==> config.mk <==
export PLATFORM = sky130hd
export DESIGN_NAME = nlfs_cell
export DESIGN_NICKNAME = d
export VERILOG_FILES = /design/src/sv/nlfs_pkg.sv /design/src/sv/nlfs_cell.sv
export SDC_FILE = /design/constraint.sdc
export NUM_CORES = 1
export LEC_CHECK = 0
export BUFFER_PORTS_ARGS = -buffer_cell sky130_fd_sc_hd__buf_2
export CELL_PAD_IN_SITES_DETAIL_PLACEMENT = 0
export CELL_PAD_IN_SITES_GLOBAL_PLACEMENT = 1
export CORE_AREA = 2 2 566 568
export CTS_CLUSTER_DIAMETER = 120
export DETAILED_ROUTE_END_ITERATION = 10
export DIE_AREA = 0 0 568 570
export GPL_TIMING_DRIVEN = 1
export PLACE_DENSITY = 0.34
export RECOVER_POWER = 50
export SLEW_MARGIN = 10
export SYNTH_ARGS = -nofsm -noshare
export SYNTH_HDL_FRONTEND = slang
export SYNTH_SLANG_ARGS = --single-unit
==> constraint.sdc <==
create_clock -name aclk -period 28.9 [get_ports aclk]
set_clock_uncertainty 0.1 [all_clocks]
set_input_delay 2.89 -clock aclk [delete_from_list [all_inputs] [get_ports aclk]]
set_output_delay 2.89 -clock aclk [all_outputs]
set_load 0.1 [all_outputs]
==> src/sv/nlfs_pkg.sv <==
// ---------------------------------------------------------------------------
// nlfs_pkg: shared types for the named loop frame stack
// Beat layouts, frame layout, command codes and the per-cell control group.
// ---------------------------------------------------------------------------
package nlfs_pkg;

    localparam int NAME_BYTES          = 7;
    localparam int NAME_W              = 8 * NAME_BYTES;
    localparam int DEFAULT_STACK_DEPTH = 64;
    localparam int DEPTH_W             = 7;

    // command codes
    typedef enum logic [2:0] {
        CMD_PUSH   = 3'd0,
        CMD_UPDATE = 3'd1,
        CMD_POP    = 3'd2,
        CMD_PEEK   = 3'd3,
        CMD_CLEAR  = 3'd4
    } cmd_t;

    // input beat
    typedef struct packed {
        logic [2:0]  cmd;
        logic [55:0] loop_var;
        logic [63:0] target_bits;
        logic [63:0] step_bits;
        logic [31:0] line_no;
        logic [31:0] text_pos;
        logic [31:0] next_pos;
    } in_beat_t;

    // result beat
    typedef struct packed {
        logic         ok;
        logic [55:0]  out_name;
        logic [63:0]  out_target;
        logic [63:0]  out_step;
        logic [31:0]  out_lineno;
        logic [31:0]  out_pos;
        logic [31:0]  out_next;
        logic [DEPTH_W-1:0] depth;
    } out_beat_t;

    // one stack frame as held in a cell
    typedef struct packed {
        logic [NAME_W-1:0] name;
        logic [63:0]       target;
        logic [63:0]       step;
        logic [31:0]       line;
        logic [31:0]       pos;
        logic [31:0]       next;
    } frame_t;

    // control broadcast to every cell
    typedef struct packed {
        logic              search;     // capture compare result
        logic [NAME_W-1:0] key;        // search name
        logic              key_empty;  // empty name selects the top frame
        logic              push_en;    // committed push with room
        logic              upd_en;     // committed update, named
        logic              pop_en;     // committed pop
        logic              any_found;  // some cell matched
    } cell_ctrl_t;

endpackage

==> src/sv/nlfs_cell.sv <==
// ---------------------------------------------------------------------------
// nlfs_cell: one frame slot of the stack
// Holds a frame, registers its name compare, forwards the found flag and the
// selected frame down the chain, and loads from the slot above on a pop.
// ---------------------------------------------------------------------------
module nlfs_cell #(
    parameter int CNT_W = 7,
    parameter int INDEX = 0
) (
    input  logic                aclk,
    input  logic                aresetn,
    input  nlfs_pkg::cell_ctrl_t ctrl,
    input  logic [CNT_W-1:0]    count,
    input  nlfs_pkg::frame_t    wr_frame,
    input  nlfs_pkg::frame_t    frame_above,
    output nlfs_pkg::frame_t    frame_out,
    input  logic                found_in,
    output logic                found_out,
    output logic                sel_out,
    input  nlfs_pkg::frame_t    rd_in,
    output nlfs_pkg::frame_t    rd_out
);
    import nlfs_pkg::*;

    localparam logic [CNT_W-1:0] IDX = CNT_W'(INDEX);

    frame_t frame_reg;
    logic   match_reg;
    logic   live;
    logic   is_top;
    logic   hit;
    logic   sel;
    logic   shift;
    logic   push_here;

    // slot status against the current fill
    assign live   = IDX < count;
    assign is_top = (IDX + CNT_W'(1)) == count;
    assign hit    = live && (ctrl.key_empty ? is_top : (frame_reg.name == ctrl.key));

    // registered compare
    always_ff @(posedge aclk) begin
        if (!aresetn) begin
            match_reg <= 1'b0;
        end else if (ctrl.search) begin
            match_reg <= hit;
        end
    end

    // topmost match: nothing matched above this slot
    assign sel       = match_reg && !found_in;
    assign found_out = found_in || match_reg;
    assign sel_out   = sel;
    assign rd_out    = rd_in | (sel ? frame_reg : '0);

    // pop closes the gap: every slot at or above the removed one moves down
    assign shift     = ctrl.pop_en && ctrl.any_found && !found_in;
    assign push_here = ctrl.push_en && (IDX == count);

    // frame storage
    always_ff @(posedge aclk) begin
        if (push_here) begin
            frame_reg <= wr_frame;
        end else if (shift) begin
            frame_reg <= frame_above;
        end else if (ctrl.upd_en && sel) begin
            frame_reg.target <= wr_frame.target;
            frame_reg.step   <= wr_frame.step;
            frame_reg.next   <= wr_frame.next;
        end
    end

    assign frame_out = frame_reg;

endmodule

==> results_dict.tcl, run 1 <==
set metrics [dict create \
    outcome "finished, violations left" \
    violations_in_the_final_reports "max-capacitance violations, max-slew violations" \
    synth-seq-cells 281 \
    drtAntennaViolNets 0 \
    synth_sequential_area_ratio 0.560 \
    multiInputGateArea_um2 6230 \
    grt_start_max_net_pins 109 \
    rsz_0062_raised_after_global_routing "false" \
    drt_pre_antenna_iters 5 \
    initial_antenna_violation_count 243 \
    share_comb_of_total_power 0.329 \
    power_per_cell_area_nw_per_um2 55.0 \
    route.detailed.wl_per_inst_um 32.1 \
    hold_buffers 0 \
    tritoncts.num_buffers 48 \
    largest_reg_flops 280 \
    total_switching_power_w 0.000688 \
    internal-power_w 0.000886 \
    timing.final.max_slew_violations 304 \
    type_of_the_tightest_min_delay_check "reg2reg" \
    crit_path_max_fanout 75 \
    path_class "in2reg" \
    first_global_vias 17400 \
    finalWeightedCongestion 0.952 \
    syn_nets 1904 \
    dieArea_um2 324000 \
    drc_marker_count_from_the_first_detailed_route_iteration 1059 \
    postSynthAreaPerCell_um2 15.2 \
    row_count 207 \
    vias 17200 \
    post_cts_resized 0 \
    route.layer.met1.wl_mm 79.6 \
    final.setup.tns_ns 0 \
    global_route_wire_length_before_repair_mm 253 \
    chipHeight_um 570 \
    netlist-cell-type-count 23 \
    cts_num_sinks 281 \
    routed_wire_length_mm 216 \
    drc_errors 0 \
    root_buffer "sky130_fd_sc_hd__clkbuf_16" \
    fraction_of_final_layout_cells_with_drive_strength_greater_than_1 0.605 \
    met3RoutedLength_mm 24.7 \
    setup.worst_path.start_class "input port" \
    finalCritPeriodShare 0.384 \
    postCtsSetupBuffers 0 \
    ys_async_rst_share 0 \
    dieWidth_um 568 \
    worst_ep_required_time_ns 29.23 \
    routed_via_density 2.55 \
    insertion_delay_ns 0.67 \
    synth-edff-count 280 \
    clock_power_share 0.352 \
    maxClockFrequency_mhz 90.1 \
    synth_warnings 0 \
    report.final.hold_viol_count 0 \
    highest_routing_layer_actually_used "met5" \
    nNetsFinal 3387 \
    power_leakage_nw 12.0 \
    groute.usage.overall 0.128 \
    htree_num_levels 2 \
    synthesis.instances 992 \
    ctsLongestPathBuffers 3 \
    initial_core_utilization 0.0475 \
    numPortBuffers 1473 \
    rrSetupSlack_ns 24.25 \
    seq_area_um2 8430 \
    postSynth.topFlopCell "sky130_fd_sc_hd__edfxtp_1" \
    final.min_clock_period_ns 11.10 \
    cap_violations 10 \
    switching_share 0.437 \
    path_clk_slew_ns 0.06 \
    setup_viol_count_final 0 \
    globalRouteOverflowTotal 0 \
    top_level_ports 1474 \
    area_delta_synth_final_pct 90.0 \
    met2_wirelength_mm 103 \
    ir_worst_vdd_uv 39.1 \
    arrival_ns 11.43 \
    finalCoreUtilization 0.0902 \
    sequentialPowerShare 0.319 \
    fill_cell_total_of_the_finished_layout 37100 \
    worst-slew-pin-transition_ns 6.05 \
    timing.max_slew.rel_slack -3.04 \
    post_detailed_placement_half_perimeter_wirelength_mm 196 \
    cts_tree "built" \
    syn_area_um2 15100 \
    critical_path.endpoint_type "register" \
    placeable_area_um2 317000 \
]
[worst max-delay path, cell delays in order]
cell and delay, ns:
sky130_fd_sc_hd__buf_2 0.09, sky130_fd_sc_hd__nor4_1 0.07, sky130_fd_sc_hd__nand4_1 0.10, sky130_fd_sc_hd__clkbuf_1 1.94, sky130_fd_sc_hd__nor3b_1 0.34, sky130_fd_sc_hd__clkbuf_1 4.18, sky130_fd_sc_hd__buf_4 1.17, sky130_fd_sc_hd__mux2_2 0.42
[routing by layer]
metal	GRT usage	up-vias
li1	-	6902
met1	0.140	8231
met2	0.219	1527
met3	0.0591	441
met4	0.0408	72
met5	0	-
[worst paths after layout]
kind         startpoint              to  cells past startpoint
max            count[6]   frame_out[23]                      8
min           match_reg       match_reg                      2
max reg2reg   match_reg  frame_out[115]                      5
min reg2reg   match_reg       match_reg                      2
[synth_stat cells, types with 3 or more instances]
cell	instances	area [um2]
sky130_fd_sc_hd__a21o_1	282	2120
sky130_fd_sc_hd__clkbuf_1	35	131
sky130_fd_sc_hd__xor2_1	56	490
sky130_fd_sc_hd__edfxtp_1	280	8410
sky130_fd_sc_hd__mux2_1	10	113
sky130_fd_sc_hd__nand4_1	4	25.0
sky130_fd_sc_hd__nor4_1	15	93.8
sky130_fd_sc_hd__mux2_2	180	2030
sky130_fd_sc_hd__buf_6	11	124
sky130_fd_sc_hd__buf_2	14	70.1
sky130_fd_sc_hd__mux2_4	90	1350
sky130_fd_sc_hd__nand2_1	3	11.3
[power groups by stage]
stage,combinational (W),sequential (W),clock [W]
CTS,0.000535,0.000502,0.000592
finish,0.000518,0.000502,0.000554
floorplan,0.000232,0.000614,0
detailed placement,0.000534,0.000509,0
global placement,0.000534,0.000511,0
global route,0.000538,0.000503,0.000597
[kinds of logic after synthesis]
family	after synthesis	synth area share
buffers and inverters	62	0.0221
DFF	281	0.560
xor gates and xnor gates	56	0.0326
muxes	281	0.232
and+or+nand+nor	28	0.0118
AOI/OAI and AO/OA	284	0.142
[metrics by stage]
step           instance area, um2  power [W]  instances  worst slack, ns  hold WS (ns)
2_1_floorplan               15100   0.000846        992            13.60         0.529
3_3_place_gp                27600    0.00104       6605            19.88         0.598
3_5_place_dp                27600    0.00104       6605            19.86         0.624
4_1_cts                     28900    0.00163       6686            19.85         0.640
5_1_grt                     28500    0.00164       6716            17.15         0.696
6_report                    28600    0.00157       6745            17.80         0.632
[final cells by class]
| cell class | count | area share |
|---|---|---|
| clock buffers | 62 | 0.0446 |
| well taps | 4180 | 0.183 |
| inverters | 1 | 0.000131 |
| repair buffers | 1494 | 0.251 |
| diodes | 59 | 0.00516 |
| multi-input cells | 649 | 0.218 |
| clock inverters | 19 | 0.00389 |
| flip-flops and latches | 281 | 0.295 |
[cells in the final DEF, fill, tap and decap left out, drive strengths merged, types with 2 or more instances in the layout]
master and instances:
clkbuf 334, diode 59, buf 1222, edfxtp 280, nand2 3, a21o 282
clkinvlp 4, xor2 56, inv 3, nor4 16, nand4 4, mux2 280
nor2b 2, clkinv 13
(Power assumes the default switching activity.)
==> run 2, diff against run 1 <==
Settings changed: ABC_AREA from default to 1, CORE_AREA 2 2 566 568 to 2 2 580 582, DIE_AREA 0 0 568 570 to 0 0 582 584, PLACE_DENSITY 0.34 to 0.35.
Clock period 28.9 ns to 11.6 ns, I/O delays scaled along.
==> results_dict.tcl, run 2 <==
set metrics [dict create \
    vias 19100 \
    top_level_ports 1474 \
    worst_hold_path.num_cells 3 \
    internal-power_w 0.00220 \
    nNetsFinal 3921 \
    cts_tree "built" \
    routed_wire_length_mm 222 \
    timing.final.max_slew_violations 109 \
    dieArea_um2 340000 \
    ctsLongestPathBuffers 3 \
    switching_share 0.447 \
    share_comb_of_total_power 0.341 \
    type_of_the_tightest_min_delay_check "in2reg" \
    first_global_vias 19600 \
    outcome "finished, violations left" \
    cap_violations 15 \
    global_route_wire_length_before_repair_mm 263 \
    ys_async_rst_share 0 \
    insertion_delay_ns 0.66 \
    setup_viol_count_final 0 \
    placeable_area_um2 333000 \
    rr_startpoint "match_reg" \
    combined_buffer_and_inverter_count_along_the_critical_path 4 \
    synth_top_cell_by_area "sky130_fd_sc_hd__edfxtp_1" \
    drtAntennaViolNets 0 \
    hold_buffers 0 \
    holdPathEnd "match_reg" \
    tritoncts.num_buffers 45 \
    arrival_ns 7.97 \
    finalNonFillerCells 7482 \
    clock_power_share 0.349 \
    worst_ep_required_time_ns 11.78 \
    slowest_stage "sky130_fd_sc_hd__clkbuf_1" \
    post_cts_resized 0 \
    dieWidth_um 582 \
    cell_by_cell_listing_of_the_critical_path "buf_2 -> nor2_1 -> nand2_1 -> nor3_1 -> clkinv_1 -> nor2_2 -> nand2_1 -> nand2_1 -> clkbuf_1 -> buf_4" \
    report.final.hold_viol_count 0 \
    initial_antenna_violation_count 236 \
    post_place_setup_slack_ns 6.17 \
    violations_in_the_final_reports "max-capacitance violations, max-slew violations" \
    synthMostInstantiatedCell "sky130_fd_sc_hd__nand2_1" \
    drc_marker_count_from_the_first_detailed_route_iteration 907 \
    timing.critical_path.slowest_cell_delay_ns 2.50 \
    total_switching_power_w 0.00177 \
    r2r_endpoint "frame_out[214]" \
    path_clk_slew_ns 0.06 \
    initial_core_utilization 0.0476 \
    synth-seq-cells 281 \
    rsz_0062_raised_after_global_routing "false" \
    ir_worst_vdd_uv 93.9 \
    dp_cells 7349 \
    netlist-cell-type-count 26 \
    worst_path_dominant_cell_family "buffers and inverters" \
    postSynthAreaPerCell_um2 10.2 \
    rrSetupSlack_ns 6.60 \
    crit_path_max_fanout 51 \
    most-common-layout-cells "1,192 x sky130_fd_sc_hd__buf_2, 320 x sky130_fd_sc_hd__nand2_1, 291 x sky130_fd_sc_hd__clkbuf_1" \
    chipHeight_um 584 \
    htree_num_levels 2 \
    mostFrequentLayoutCell "sky130_fd_sc_hd__buf_2" \
    finalWeightedCongestion 0.997 \
    syn_area_um2 15900 \
    synth-edff-count 280 \
    syn_nets 2463 \
    worst_path_most_repeated_cell "sky130_fd_sc_hd__nand2_1" \
    grt_start_max_net_pins 151 \
    maxClockFrequency_mhz 128 \
    timing.max_slew.rel_slack -1.30 \
    path_class "in2reg" \
    sequentialPowerShare 0.310 \
    reg2regPathDepth 7 \
    numPortBuffers 1473 \
    worst-slew-pin-transition_ns 3.45 \
    routed_via_density 2.55 \
    synth_warnings 0 \
    setup.worst_path.start_class "input port" \
    power_per_cell_area_nw_per_um2 135 \
    postSynth.topFlopCell "sky130_fd_sc_hd__edfxtp_1" \
    post_detailed_placement_half_perimeter_wirelength_mm 200 \
    final.setup.tns_ns 0 \
    critical_path.endpoint_type "register" \
    setup_ws_ns 3.81 \
    groute.usage.overall 0.125 \
    cts_num_sinks 281 \
    min_from "aresetn" \
    row_count 212 \
    synth_sequential_area_ratio 0.531 \
    fraction_of_final_layout_cells_with_drive_strength_greater_than_1 0.429 \
    finalCritPeriodShare 0.672 \
    final.min_clock_period_ns 7.79 \
    yosys-top-cells-area "sky130_fd_sc_hd__edfxtp_1 53%, sky130_fd_sc_hd__a21o_1 11%, sky130_fd_sc_hd__nand2_1 7.5%" \
    root_buffer "sky130_fd_sc_hd__clkbuf_16" \
    synth_commonest_cells "319 x sky130_fd_sc_hd__nand2_1, 280 x sky130_fd_sc_hd__edfxtp_1, 252 x sky130_fd_sc_hd__inv_1, 236 x sky130_fd_sc_hd__a21o_1, 161 x sky130_fd_sc_hd__o21ai_0" \
    largest_reg_flops 280 \
    power_leakage_nw 13.3 \
    globalRouteOverflowTotal 0 \
    yosys.area.top_type_share 0.530 \
    drt_pre_antenna_iters 5 \
    route.detailed.wl_per_inst_um 29.7 \
    drc_errors 0 \
    postCtsSetupBuffers 0 \
    fill_cell_total_of_the_finished_layout 39300 \
    synthesis.instances 1551 \
    area_delta_synth_final_pct 85.0 \
]
[run 2: changes by cell type in the layout (fill, tap and decap cells not counted), sizes merged, moves of 46 or more]
| cell | previous run | this run |
|---|---|---|
| a21o | 282 | 236 |
| inv | 3 | 256 |
| mux2 | 280 | 120 |
| nand2 | 3 | 320 |
| o21ai | 1 | 161 |
| xor2 | 56 | 4 |
[run 2: cell type report]
type | instances | area [um2] | share of cell area
clock inverters | 23 | 181 | 0.00618
repair buffers | 1489 | 7200 | 0.245
multi-input cells | 938 | 5760 | 0.196
flip-flops and latches | 281 | 8430 | 0.287
diodes | 55 | 138 | 0.00469
well taps | 4387 | 5490 | 0.187
clock buffers | 55 | 1210 | 0.0411
inverters | 254 | 953 | 0.0325
[run 2: cell families (layout without fill, tap and decap cells)]
logic type,Yosys count,in the layout,share of synthesized area
buffers and inverters,332,1821,0.0869
XOR/XNOR,12,12,0.00663
AND/OR/NAND/NOR,363,363,0.0875
AO/OA/AOI/OAI,443,443,0.184
other,0,55,0
multiplexers,120,120,0.104
flip-flops,281,281,0.531
[run 2: worst max-delay path by stage]
stage          startpoint        endpoint  slack [ns]  depth (start not counted)
2_1_floorplan    found_in    frame_out[0]        4.20                          4
3_3_place_gp     found_in     rd_out[267]        6.14                          7
3_5_place_dp     found_in     rd_out[267]        6.17                          7
4_1_cts         match_reg     rd_out[267]        5.81                          7
5_1_grt          count[4]  frame_out[265]        3.21                         10
6_report         count[5]   frame_out[86]        3.81                         10
[run 2: per-stage QoR]
stage               instance area [um2]  hold WS (ns)  power (W)  utilization
floorplan                         15900         0.431    0.00212            -
global placement                  28500          1.13    0.00267       0.0857
detailed placement                28500          1.13    0.00266       0.0857
CTS                               29900         0.500    0.00412       0.0899
global route                      29300         0.546    0.00414       0.0879
finish                            29300         0.612    0.00397       0.0882
[run 2: worst register-to-register path, delay by kind of cell (launching register included)]
kind / cells / cell delay (ns)
AND/OR/NAND/NOR: 3 / 1.63
flip-flops: 1 / 0.30
buffers and inverters: 4 / 2.10
[run 2: metal layers]
layer	up-vias	share of wire	global-route usage
met1	8944	0.37	0.134
met4	88	0.039	0.0383
met5	-	0.0026	0
met2	1405	0.49	0.221
met3	433	0.10	0.0526
li1	8219	-	-
[run 2: power groups by stage]
stage          clock network [W]  registers [W]  logic [W]
5_1_grt                  0.00148        0.00124    0.00142
3_3_place_gp                   0        0.00125    0.00142
4_1_cts                  0.00148        0.00123    0.00141
3_5_place_dp                   0        0.00125    0.00141
2_1_floorplan                  0        0.00154   0.000587
6_report                 0.00139        0.00123    0.00135
